## src/rtl/mvaa_pkg.sv

```systemverilog
package mvaa_pkg;

  // Coordinate grid and derived datapath widths
  localparam int COORD_BITS = 12;
  localparam int FIELD_W    = 12;
  localparam int DIFF_W     = COORD_BITS + 1;
  localparam int N_W        = 2 * COORD_BITS + 2;
  localparam int ACC_W      = 4 * COORD_BITS + 4;
  localparam int ROOT_W     = ACC_W / 2;
  localparam int DIGIT_W    = 4;
  localparam int SQ_CNT_W   = $clog2(ROOT_W + 1);

  // Result fields
  localparam int VOL_W      = 52;
  localparam int AREA_W     = 40;
  localparam int CNT_W      = 13;
  localparam int COUNT_MAX  = 4096;
  localparam int VSUM_W     = VOL_W + 1;
  localparam int ASUM_W     = AREA_W + 1;

  // Stream payloads
  localparam int IN_DATA_W  = 112;
  localparam int OUT_DATA_W = 112;
  localparam int OUT_PAD_W  = OUT_DATA_W - VOL_W - AREA_W - CNT_W;

  // Product schedule
  localparam int OP_NUM     = 12;
  localparam int OP_IDX_W   = 4;
  localparam logic [OP_IDX_W-1:0] OP_LAST = OP_IDX_W'(OP_NUM - 1);

  typedef enum logic [3:0] {
    OPD_UX, OPD_UY, OPD_UZ,
    OPD_WX, OPD_WY, OPD_WZ,
    OPD_AX, OPD_AY, OPD_AZ,
    OPD_NX, OPD_NY, OPD_NZ
  } opd_t;

  typedef enum logic [2:0] {
    DST_NONE, DST_NX, DST_NY, DST_NZ, DST_DOT, DST_LEN2
  } dst_t;

  typedef struct packed {
    logic first;
    logic sub;
    opd_t mcand;
    opd_t mplier;
    dst_t dst;
  } op_t;

  typedef struct packed {
    logic start;
    logic clr;
    logic sub;
  } mac_ctl_t;

  // n = u x w, then a.n, then |n|^2; each group sums into the accumulator
  function automatic op_t op_info(input logic [OP_IDX_W-1:0] idx);
    op_t op;
    op = '{first: 1'b0, sub: 1'b0, mcand: OPD_UX, mplier: OPD_UX, dst: DST_NONE};
    unique case (idx)
      4'd0:    op = '{first: 1'b1, sub: 1'b0, mcand: OPD_UY, mplier: OPD_WZ, dst: DST_NONE};
      4'd1:    op = '{first: 1'b0, sub: 1'b1, mcand: OPD_UZ, mplier: OPD_WY, dst: DST_NX};
      4'd2:    op = '{first: 1'b1, sub: 1'b0, mcand: OPD_UZ, mplier: OPD_WX, dst: DST_NONE};
      4'd3:    op = '{first: 1'b0, sub: 1'b1, mcand: OPD_UX, mplier: OPD_WZ, dst: DST_NY};
      4'd4:    op = '{first: 1'b1, sub: 1'b0, mcand: OPD_UX, mplier: OPD_WY, dst: DST_NONE};
      4'd5:    op = '{first: 1'b0, sub: 1'b1, mcand: OPD_UY, mplier: OPD_WX, dst: DST_NZ};
      4'd6:    op = '{first: 1'b1, sub: 1'b0, mcand: OPD_NX, mplier: OPD_AX, dst: DST_NONE};
      4'd7:    op = '{first: 1'b0, sub: 1'b0, mcand: OPD_NY, mplier: OPD_AY, dst: DST_NONE};
      4'd8:    op = '{first: 1'b0, sub: 1'b0, mcand: OPD_NZ, mplier: OPD_AZ, dst: DST_DOT};
      4'd9:    op = '{first: 1'b1, sub: 1'b0, mcand: OPD_NX, mplier: OPD_NX, dst: DST_NONE};
      4'd10:   op = '{first: 1'b0, sub: 1'b0, mcand: OPD_NY, mplier: OPD_NY, dst: DST_NONE};
      4'd11:   op = '{first: 1'b0, sub: 1'b0, mcand: OPD_NZ, mplier: OPD_NZ, dst: DST_LEN2};
      default: op = '{first: 1'b1, sub: 1'b0, mcand: OPD_UX, mplier: OPD_UX, dst: DST_NONE};
    endcase
    return op;
  endfunction

endpackage

```

## src/rtl/mvaa_mac.sv

```systemverilog
module mvaa_mac
  import mvaa_pkg::*;
(
  input  logic             clk,
  input  logic             rst_n,
  input  mac_ctl_t         ctl,
  input  logic [N_W-1:0]   mcand,
  input  logic [N_W-1:0]   mplier,
  output logic             busy,
  output logic [ACC_W-1:0] acc
);

  logic [ACC_W-1:0] mcand_r;
  logic [ACC_W-1:0] acc_r;
  logic [N_W-1:0]   mplier_r;
  logic             busy_r;

  logic [ACC_W-1:0] mcand_ext;
  logic [ACC_W-1:0] mcand_ld;
  logic [N_W-1:0]   mplier_mag;
  logic             neg;
  logic [ACC_W-1:0] pp;

  always_comb begin
    mcand_ext  = {{(ACC_W - N_W){mcand[N_W-1]}}, mcand};
    // fold the multiplier sign and the subtract into the multiplicand
    neg        = ctl.sub ^ mplier[N_W-1];
    mcand_ld   = neg ? (~mcand_ext + ACC_W'(1)) : mcand_ext;
    mplier_mag = mplier[N_W-1] ? (~mplier + N_W'(1)) : mplier;
  end

  always_comb begin
    pp = '0;
    for (int i = 0; i < DIGIT_W; i++) begin
      if (mplier_r[i]) begin
        pp = pp + (mcand_r << i);
      end
    end
  end

  always_ff @(posedge clk) begin
    if (!rst_n) begin
      busy_r <= 1'b0;
    end else if (ctl.start) begin
      busy_r <= 1'b1;
    end else if (busy_r) begin
      // stop once no multiplier digits remain
      busy_r <= |mplier_r[N_W-1:DIGIT_W];
    end
  end

  always_ff @(posedge clk) begin
    if (ctl.start) begin
      mcand_r  <= mcand_ld;
      mplier_r <= mplier_mag;
      if (ctl.clr) begin
        acc_r <= '0;
      end
    end else if (busy_r) begin
      acc_r    <= acc_r + pp;
      mcand_r  <= mcand_r << DIGIT_W;
      mplier_r <= mplier_r >> DIGIT_W;
    end
  end

  assign busy = busy_r;
  assign acc  = acc_r;

endmodule

```

## src/rtl/mvaa_sqrt.sv

```systemverilog
module mvaa_sqrt
  import mvaa_pkg::*;
(
  input  logic              clk,
  input  logic              rst_n,
  input  logic              start,
  input  logic [ACC_W-1:0]  radicand,
  output logic              busy,
  output logic [ROOT_W-1:0] root
);

  logic [ACC_W-1:0]    x_r;
  logic [ROOT_W+1:0]   rem_r;
  logic [ROOT_W-1:0]   root_r;
  logic [SQ_CNT_W-1:0] cnt_r;

  logic [ROOT_W+1:0]   rem_sh;
  logic [ROOT_W+1:0]   trial;
  logic                ge;

  always_comb begin
    // bring in the next two radicand bits, try root bit = 1
    rem_sh = {rem_r[ROOT_W-1:0], x_r[ACC_W-1 -: 2]};
    trial  = {root_r, 2'b01};
    ge     = rem_sh >= trial;
  end

  always_ff @(posedge clk) begin
    if (!rst_n) begin
      cnt_r <= '0;
    end else if (start) begin
      cnt_r <= SQ_CNT_W'(ROOT_W);
    end else if (cnt_r != '0) begin
      cnt_r <= cnt_r - SQ_CNT_W'(1);
    end
  end

  always_ff @(posedge clk) begin
    if (start) begin
      x_r    <= radicand;
      rem_r  <= '0;
      root_r <= '0;
    end else if (cnt_r != '0) begin
      x_r    <= x_r << 2;
      rem_r  <= ge ? (rem_sh - trial) : rem_sh;
      root_r <= {root_r[ROOT_W-2:0], ge};
    end
  end

  assign busy = cnt_r != '0;
  assign root = root_r;

endmodule

```

## src/rtl/mesh_volume_area_accumulator.sv

```systemverilog
// Triangles are taken one at a time: a new one is accepted only after the last one
// has been accumulated. Twelve products share one 4-bit digit-serial multiply-accumulate,
// whose run time is data dependent, then a 26-step bit-pair square root runs;
// a stalled result holds the next last one.
// Reset (synchronous, active low) clears the volume, area and count sums and
// the control state; a pending result is dropped.
module mesh_volume_area_accumulator
  import mvaa_pkg::*;
(
  input  logic                  clk,
  input  logic                  rst_n,
  input  logic                  in_tvalid,
  output logic                  in_tready,
  // corner_a_x, corner_a_y, corner_a_z, corner_b_x, corner_b_y, corner_b_z,
  // corner_c_x, corner_c_y, corner_c_z (12 bits each), zero pad
  input  logic [IN_DATA_W-1:0]  in_tdata,
  input  logic                  in_tlast,
  output logic                  out_tvalid,
  input  logic                  out_tready,
  // six_volume (52), twice_area (40), triangle_count (13), zero pad
  output logic [OUT_DATA_W-1:0] out_tdata
);

  typedef enum logic [4:0] {
    S_IDLE  = 5'b00001,
    S_ISSUE = 5'b00010,
    S_WAIT  = 5'b00100,
    S_SQRT  = 5'b01000,
    S_ACCUM = 5'b10000
  } state_t;

  state_t                state_r, state_nxt;
  logic [OP_IDX_W-1:0]   op_r, op_nxt;
  op_t                   op;

  logic [COORD_BITS-1:0] ax_r, ay_r, az_r;
  logic [DIFF_W-1:0]     ux_r, uy_r, uz_r, wx_r, wy_r, wz_r;
  logic [N_W-1:0]        nx_r, ny_r, nz_r;
  logic [ACC_W-1:0]      dot_r;
  logic                  last_r;

  logic [VOL_W-1:0]      vol_r;
  logic [AREA_W-1:0]     area_r;
  logic [CNT_W-1:0]      cnt_r;
  logic [VOL_W-1:0]      out_vol_r;
  logic [AREA_W-1:0]     out_area_r;
  logic [CNT_W-1:0]      out_cnt_r;
  logic                  out_valid_r;

  mac_ctl_t              mac_ctl;
  logic                  mac_busy;
  logic [ACC_W-1:0]      mac_acc;
  logic [N_W-1:0]        opd_a, opd_b;
  logic                  sq_start, sq_busy;
  logic [ROOT_W-1:0]     sq_root;

  logic                  in_acc, capture, do_accum;
  logic [COORD_BITS-1:0] cax, cay, caz, cbx, cby, cbz, ccx, ccy, ccz;
  logic [VSUM_W-1:0]     vol_sum;
  logic [VOL_W-1:0]      vol_new;
  logic [ASUM_W-1:0]     area_sum;
  logic [AREA_W-1:0]     area_new;
  logic [CNT_W-1:0]      cnt_new;

  function automatic logic [N_W-1:0] pick(input opd_t sel);
    logic [N_W-1:0] v;
    case (sel)
      OPD_UX:  v = {{(N_W - DIFF_W){ux_r[DIFF_W-1]}}, ux_r};
      OPD_UY:  v = {{(N_W - DIFF_W){uy_r[DIFF_W-1]}}, uy_r};
      OPD_UZ:  v = {{(N_W - DIFF_W){uz_r[DIFF_W-1]}}, uz_r};
      OPD_WX:  v = {{(N_W - DIFF_W){wx_r[DIFF_W-1]}}, wx_r};
      OPD_WY:  v = {{(N_W - DIFF_W){wy_r[DIFF_W-1]}}, wy_r};
      OPD_WZ:  v = {{(N_W - DIFF_W){wz_r[DIFF_W-1]}}, wz_r};
      OPD_AX:  v = {{(N_W - COORD_BITS){ax_r[COORD_BITS-1]}}, ax_r};
      OPD_AY:  v = {{(N_W - COORD_BITS){ay_r[COORD_BITS-1]}}, ay_r};
      OPD_AZ:  v = {{(N_W - COORD_BITS){az_r[COORD_BITS-1]}}, az_r};
      OPD_NX:  v = nx_r;
      OPD_NY:  v = ny_r;
      OPD_NZ:  v = nz_r;
      default: v = '0;
    endcase
    return v;
  endfunction

  assign in_tready = state_r == S_IDLE;
  assign in_acc    = in_tvalid && in_tready;

  always_comb begin
    cax = in_tdata[0 * FIELD_W +: COORD_BITS];
    cay = in_tdata[1 * FIELD_W +: COORD_BITS];
    caz = in_tdata[2 * FIELD_W +: COORD_BITS];
    cbx = in_tdata[3 * FIELD_W +: COORD_BITS];
    cby = in_tdata[4 * FIELD_W +: COORD_BITS];
    cbz = in_tdata[5 * FIELD_W +: COORD_BITS];
    ccx = in_tdata[6 * FIELD_W +: COORD_BITS];
    ccy = in_tdata[7 * FIELD_W +: COORD_BITS];
    ccz = in_tdata[8 * FIELD_W +: COORD_BITS];
  end

  always_comb begin
    op    = op_info(op_r);
    opd_a = pick(op.mcand);
    opd_b = pick(op.mplier);
  end

  always_comb begin
    state_nxt = state_r;
    op_nxt    = op_r;
    mac_ctl   = '0;
    sq_start  = 1'b0;
    capture   = 1'b0;
    do_accum  = 1'b0;
    unique case (state_r)
      S_IDLE: begin
        if (in_tvalid) begin
          state_nxt = S_ISSUE;
          op_nxt    = '0;
        end
      end
      S_ISSUE: begin
        mac_ctl.start = 1'b1;
        mac_ctl.clr   = op.first;
        mac_ctl.sub   = op.sub;
        state_nxt     = S_WAIT;
      end
      S_WAIT: begin
        if (!mac_busy) begin
          capture = 1'b1;
          if (op_r == OP_LAST) begin
            sq_start  = 1'b1;
            state_nxt = S_SQRT;
          end else begin
            op_nxt    = op_r + OP_IDX_W'(1);
            state_nxt = S_ISSUE;
          end
        end
      end
      S_SQRT: begin
        if (!sq_busy) begin
          state_nxt = S_ACCUM;
        end
      end
      S_ACCUM: begin
        // hold a closing triangle while the previous result still waits on the output
        if (!(last_r && out_valid_r && !out_tready)) begin
          do_accum  = 1'b1;
          state_nxt = S_IDLE;
        end
      end
      default: state_nxt = S_IDLE;
    endcase
  end

  always_comb begin
    vol_sum = {vol_r[VOL_W-1], vol_r} + {{(VSUM_W - ACC_W){dot_r[ACC_W-1]}}, dot_r};
    if (vol_sum[VSUM_W-1] != vol_sum[VSUM_W-2]) begin
      vol_new = vol_sum[VSUM_W-1] ? {1'b1, {(VOL_W - 1){1'b0}}} : {1'b0, {(VOL_W - 1){1'b1}}};
    end else begin
      vol_new = vol_sum[VOL_W-1:0];
    end
    area_sum = {1'b0, area_r} + ASUM_W'(sq_root);
    area_new = area_sum[AREA_W] ? {AREA_W{1'b1}} : area_sum[AREA_W-1:0];
    cnt_new  = (cnt_r < CNT_W'(COUNT_MAX)) ? (cnt_r + CNT_W'(1)) : cnt_r;
  end

  always_ff @(posedge clk) begin
    if (!rst_n) begin
      state_r     <= S_IDLE;
      op_r        <= '0;
      out_valid_r <= 1'b0;
      vol_r       <= '0;
      area_r      <= '0;
      cnt_r       <= '0;
    end else begin
      state_r <= state_nxt;
      op_r    <= op_nxt;
      if (do_accum && last_r) begin
        out_valid_r <= 1'b1;
        vol_r       <= '0;
        area_r      <= '0;
        cnt_r       <= '0;
      end else begin
        if (out_tready) begin
          out_valid_r <= 1'b0;
        end
        if (do_accum) begin
          vol_r  <= vol_new;
          area_r <= area_new;
          cnt_r  <= cnt_new;
        end
      end
    end
  end

  always_ff @(posedge clk) begin
    if (in_acc) begin
      ax_r   <= cax;
      ay_r   <= cay;
      az_r   <= caz;
      ux_r   <= {cbx[COORD_BITS-1], cbx} - {cax[COORD_BITS-1], cax};
      uy_r   <= {cby[COORD_BITS-1], cby} - {cay[COORD_BITS-1], cay};
      uz_r   <= {cbz[COORD_BITS-1], cbz} - {caz[COORD_BITS-1], caz};
      wx_r   <= {ccx[COORD_BITS-1], ccx} - {cax[COORD_BITS-1], cax};
      wy_r   <= {ccy[COORD_BITS-1], ccy} - {cay[COORD_BITS-1], cay};
      wz_r   <= {ccz[COORD_BITS-1], ccz} - {caz[COORD_BITS-1], caz};
      last_r <= in_tlast;
    end
    if (capture) begin
      case (op.dst)
        DST_NX:  nx_r  <= mac_acc[N_W-1:0];
        DST_NY:  ny_r  <= mac_acc[N_W-1:0];
        DST_NZ:  nz_r  <= mac_acc[N_W-1:0];
        DST_DOT: dot_r <= mac_acc;
        default: ;
      endcase
    end
    if (do_accum && last_r) begin
      out_vol_r  <= vol_new;
      out_area_r <= area_new;
      out_cnt_r  <= cnt_new;
    end
  end

  mvaa_mac u_mac (
    .clk    (clk),
    .rst_n  (rst_n),
    .ctl    (mac_ctl),
    .mcand  (opd_a),
    .mplier (opd_b),
    .busy   (mac_busy),
    .acc    (mac_acc)
  );

  mvaa_sqrt u_sqrt (
    .clk      (clk),
    .rst_n    (rst_n),
    .start    (sq_start),
    .radicand (mac_acc),
    .busy     (sq_busy),
    .root     (sq_root)
  );

  assign out_tvalid = out_valid_r;
  assign out_tdata  = {{OUT_PAD_W{1'b0}}, out_cnt_r, out_area_r, out_vol_r};

endmodule

```

## config.mk

```make
export PLATFORM = sky130hd
export DESIGN_NAME = mesh_volume_area_accumulator
export DESIGN_NICKNAME = d
export VERILOG_FILES = /design/src/rtl/mvaa_pkg.sv /design/src/rtl/mvaa_mac.sv /design/src/rtl/mvaa_sqrt.sv /design/src/rtl/mesh_volume_area_accumulator.sv
export SDC_FILE = /design/constraint.sdc
export NUM_CORES = 2
export LEC_CHECK = 0
export ABC_AREA = 0
export BUFFER_PORTS_ARGS = -buffer_cell sky130_fd_sc_hd__buf_4
export CORE_ASPECT_RATIO = 1.25
export CORE_MARGIN = 8
export CORE_UTILIZATION = 55
export CTS_BUF_LIST = sky130_fd_sc_hd__clkbuf_2
export DETAILED_ROUTE_END_ITERATION = 10
export GPL_TIMING_DRIVEN = 0
export PLACE_DENSITY = 0.71
export SLEW_MARGIN = 20
export SYNTH_ARGS = -nofsm -noshare
export SYNTH_HDL_FRONTEND = slang
export SYNTH_HIERARCHICAL = 1
export SYNTH_SLANG_ARGS = --single-unit
```

## constraint.sdc

```tcl
create_clock -name clk -period 11.2 [get_ports clk]
set_input_delay 2.24 -clock clk [delete_from_list [all_inputs] [get_ports clk]]
set_output_delay 2.24 -clock clk [all_outputs]
set_load 0.005 [all_outputs]
```

==> impl_metrics.env <==
export IMPL_grt_overflow_total=0
export IMPL_grtUsageTotal_pct=30.1
export IMPL_grt_start_max_net_pins=87
export IMPL_cp_data_required_time_ns=12.29
export IMPL_postPlaceCellArea_um2=54700
export IMPL_portBuffers=219
export IMPL_finalNetCount=6507
export IMPL_status="finished, final reports clean"
export IMPL_synth_top_area_cell="edfxtp_1"
export IMPL_avgRoutedWirePerCell_um=21.9
export IMPL_cts_hold_buffers=0
export IMPL_start_kind="flop"
export IMPL_ys_types=123
export IMPL_whs_ns=0.459
export IMPL_rsz0062_at_grt="yes"
export IMPL_fmax_mhz=92.2
export IMPL_start_util_pct=55.4
export IMPL_hold_viol=0
export IMPL_async_flop_share_pct=0
export IMPL_grt_pass1_wl_um=245000
export IMPL_clkTransAtPathRegs_ns=0.11
export IMPL_synth_edff_count=532
export IMPL_core_um2=92600
export IMPL_first_global_vias=43900
export IMPL_slew_viol_final=0
export IMPL_final_cells=7359
export IMPL_h_tree_depth=4
export IMPL_synth_area_um2=51300
export IMPL_syn_inst=5561
export IMPL_yosys_top_cells_area="edfxtp_1 (31%), ha_1 (9.3%), dfxtp_1 (7.2%)"
export IMPL_design_area_um2=57100
export IMPL_cts_tree="done"
export IMPL_synth_top_cell_area_share_pct=31.2
export IMPL_cts_root_buffer="clkbuf_2"
export IMPL_vias=45300
export IMPL_ff_latch_area_um2=19700
export IMPL_place_congestion=0.982
export IMPL_crit_start="u_mac/mplier_r[0]"
export IMPL_finalWorstPathRequiredPeriod_ns=10.85
export IMPL_die_y_um=357
export IMPL_nFillCells=8097
export IMPL_drtIter0Drc=3974
export IMPL_cp_max_fo=10
export IMPL_ios=231
export IMPL_p_leak_uw=0.0238
export IMPL_tns_ns=0
export IMPL_synth_seq_cells=717
export IMPL_cpPeakStageDelay_ns=0.47
export IMPL_r2r_start="u_mac/mplier_r[0]"
export IMPL_clockBufferDepth=3
export IMPL_drive_gt1_share_pct=15.0
export IMPL_firstDrtPassIters=8
export IMPL_dp_hpwl_um=125000
export IMPL_antenna_left=0
export IMPL_worst_pin_slew_ns=1.18
export IMPL_finalSetupViolations=0
export IMPL_synth_seq_area_share_pct=38.4
export IMPL_cts_made_buffers=183
export IMPL_hp_class="flop to flop"
export IMPL_vias_per_cell=6.15
export IMPL_slowest_stage="a211oi_1"
export IMPL_wl_um=161000
export IMPL_drv_cap=0
export IMPL_multi_input_area_um2=29900
export IMPL_dp_cells=7004
export IMPL_p_per_area_nw_per_um2=233
export IMPL_endpoint_kind="flop"
export IMPL_arrival_ns=11.94
export IMPL_clkLatencyLatePin_ns=1.52
export IMPL_fin_skew_ns=0.173
export IMPL_finalCritPeriodShare_pct=96.9
export IMPL_clock_sinks=717
export IMPL_die_x_um=289
export IMPL_min_delay_start="vol_r[35]"
export IMPL_num_rows=125
export IMPL_cpMostUsedCell="a21o_1"
export IMPL_ir_drop_mv=0.162
export IMPL_final_common_cell="edfxtp_1"
export IMPL_path_class="flop to flop"
export IMPL_slew_headroom_pct=21.1
export IMPL_drc=0
export IMPL_ys_warn_count=6
export IMPL_synthToLayoutAreaGrowth_pct=11.4
export IMPL_dieArea_um2=103000
export IMPL_synth_ff_type="edfxtp_1"
export IMPL_antenna_found_initial=2
export IMPL_syn_area_per_cell_um2=9.22
export IMPL_final_cell_mix="edfxtp_1 (532), nand2_1 (517), nor2_1 (509)"
[final timing paths]
path	end	slack (ns)	cells after the start
worst min-delay path	vol_r[35]	0.46	2
worst max register to register	u_mac/acc[51]	0.35	50
worst max-delay path	u_mac/acc[51]	0.35	50
worst min register to register	vol_r[35]	0.46	2
[kinds of logic after synthesis]
logic type | share of synthesized area (%)
buffers and inverters | 4.38
multiplexers | 4.48
flip-flops | 38.4
AND/OR/NAND/NOR | 14.8
other | 0.00732
adder cells (fa/ha/maj) | 10.1
AO/OA/AOI/OAI | 21.4
XOR/XNOR | 6.50
[final cells by class]
cell class | count | area share, %
Sequential cell | 717 | 34.5
Timing Repair Buffer | 252 | 3.54
Inverter | 285 | 1.89
Antenna cell | 4 | 0.0175
Buffer | 258 | 2.08
Clock buffer | 255 | 2.24
Clock inverter | 83 | 0.815
Multi-Input combinational cell | 4299 | 52.3
Tap cell | 1206 | 2.64
[sequential cells by signal, summed over array words and instances (netlist names), 26 cells and up]
name,flops
u_mac/acc,52
vol_r,52
u_sqrt/x_r,52
u_mac/mplier_r,26
area_r,40
out_vol_r,52
u_mac/mcand_r,52
nx_r,26
u_sqrt/root,26
out_area_r,40
nz_r,26
u_sqrt/rem_r,26
ny_r,26
dot_r,52
[synth_stat cells, types with 30 or more instances]
| cell | count |
|---|---|
| and2_1 | 48 |
| o21bai_1 | 47 |
| nand3_1 | 96 |
| a21o_1 | 198 |
| a21oi_1 | 454 |
| inv_1 | 281 |
| o21ai_0 | 317 |
| nor2_1 | 512 |
| nand4_1 | 57 |
| ha_1 | 382 |
| nor3_1 | 92 |
| clkbuf_1 | 195 |
| mux2_2 | 156 |
| a31oi_1 | 61 |
| mux2i_1 | 38 |
| nand2b_1 | 56 |
| nor2b_1 | 77 |
| a22oi_1 | 31 |
| a311oi_1 | 30 |
| a211oi_1 | 43 |
| nand2_1 | 519 |
| a22o_1 | 39 |
| a221oi_1 | 61 |
| a21boi_0 | 49 |
| and3_1 | 56 |
| xor2_1 | 174 |
| xnor2_1 | 204 |
| dfxtp_1 | 185 |
| edfxtp_1 | 532 |
| o21a_1 | 47 |
| o21ai_1 | 53 |
[per-stage QoR]
stage	power, uW	setup slack (ns)	utilization (%)
after global placement	11000	-2.19	58.8
final	13300	0.350	61.7
after global routing	14200	-0.151	61.7
after CTS	13100	0.00580	61.3
after detailed placement	11100	-2.31	59.1
after floorplan	9310	0.803	-
[metal layers]
metal	global-route usage (%)	routed length [um]	share of wire, %
met2	53.4	80000	50
met1	34.5	61800	38
met3	4.51	9960	6.2
met4	16.9	9320	5.8
met5	0	13	0.0081
[power breakdown]
part / switching [uW] / internal, uW / leakage, uW
logic: 4470 / 3210 / 0.0162
clock network: 1170 / 678 / 0.00129
registers: 324 / 3470 / 0.00637
total: 5960 / 7360 / 0.0238
[critical path: cells and delay by family, from the launching register on]
kind	cells	cell delay, ns
xor+xnor	4	0.54
simple gates	9	1.59
compound gates	21	4.07
buf+inv	8	1.32
flops	1	0.39
fa+ha+maj	5	1.65
mux	3	0.94
[what timing repair did]
item                                    4_1_cts  5_1_grt
buffers inserted                              9       12
pin swaps                                    10       29
resized for setup                            49       73
endpoints found under the setup margin       28       20
gates cloned                                  0        0
(Power assumes the default switching activity.)
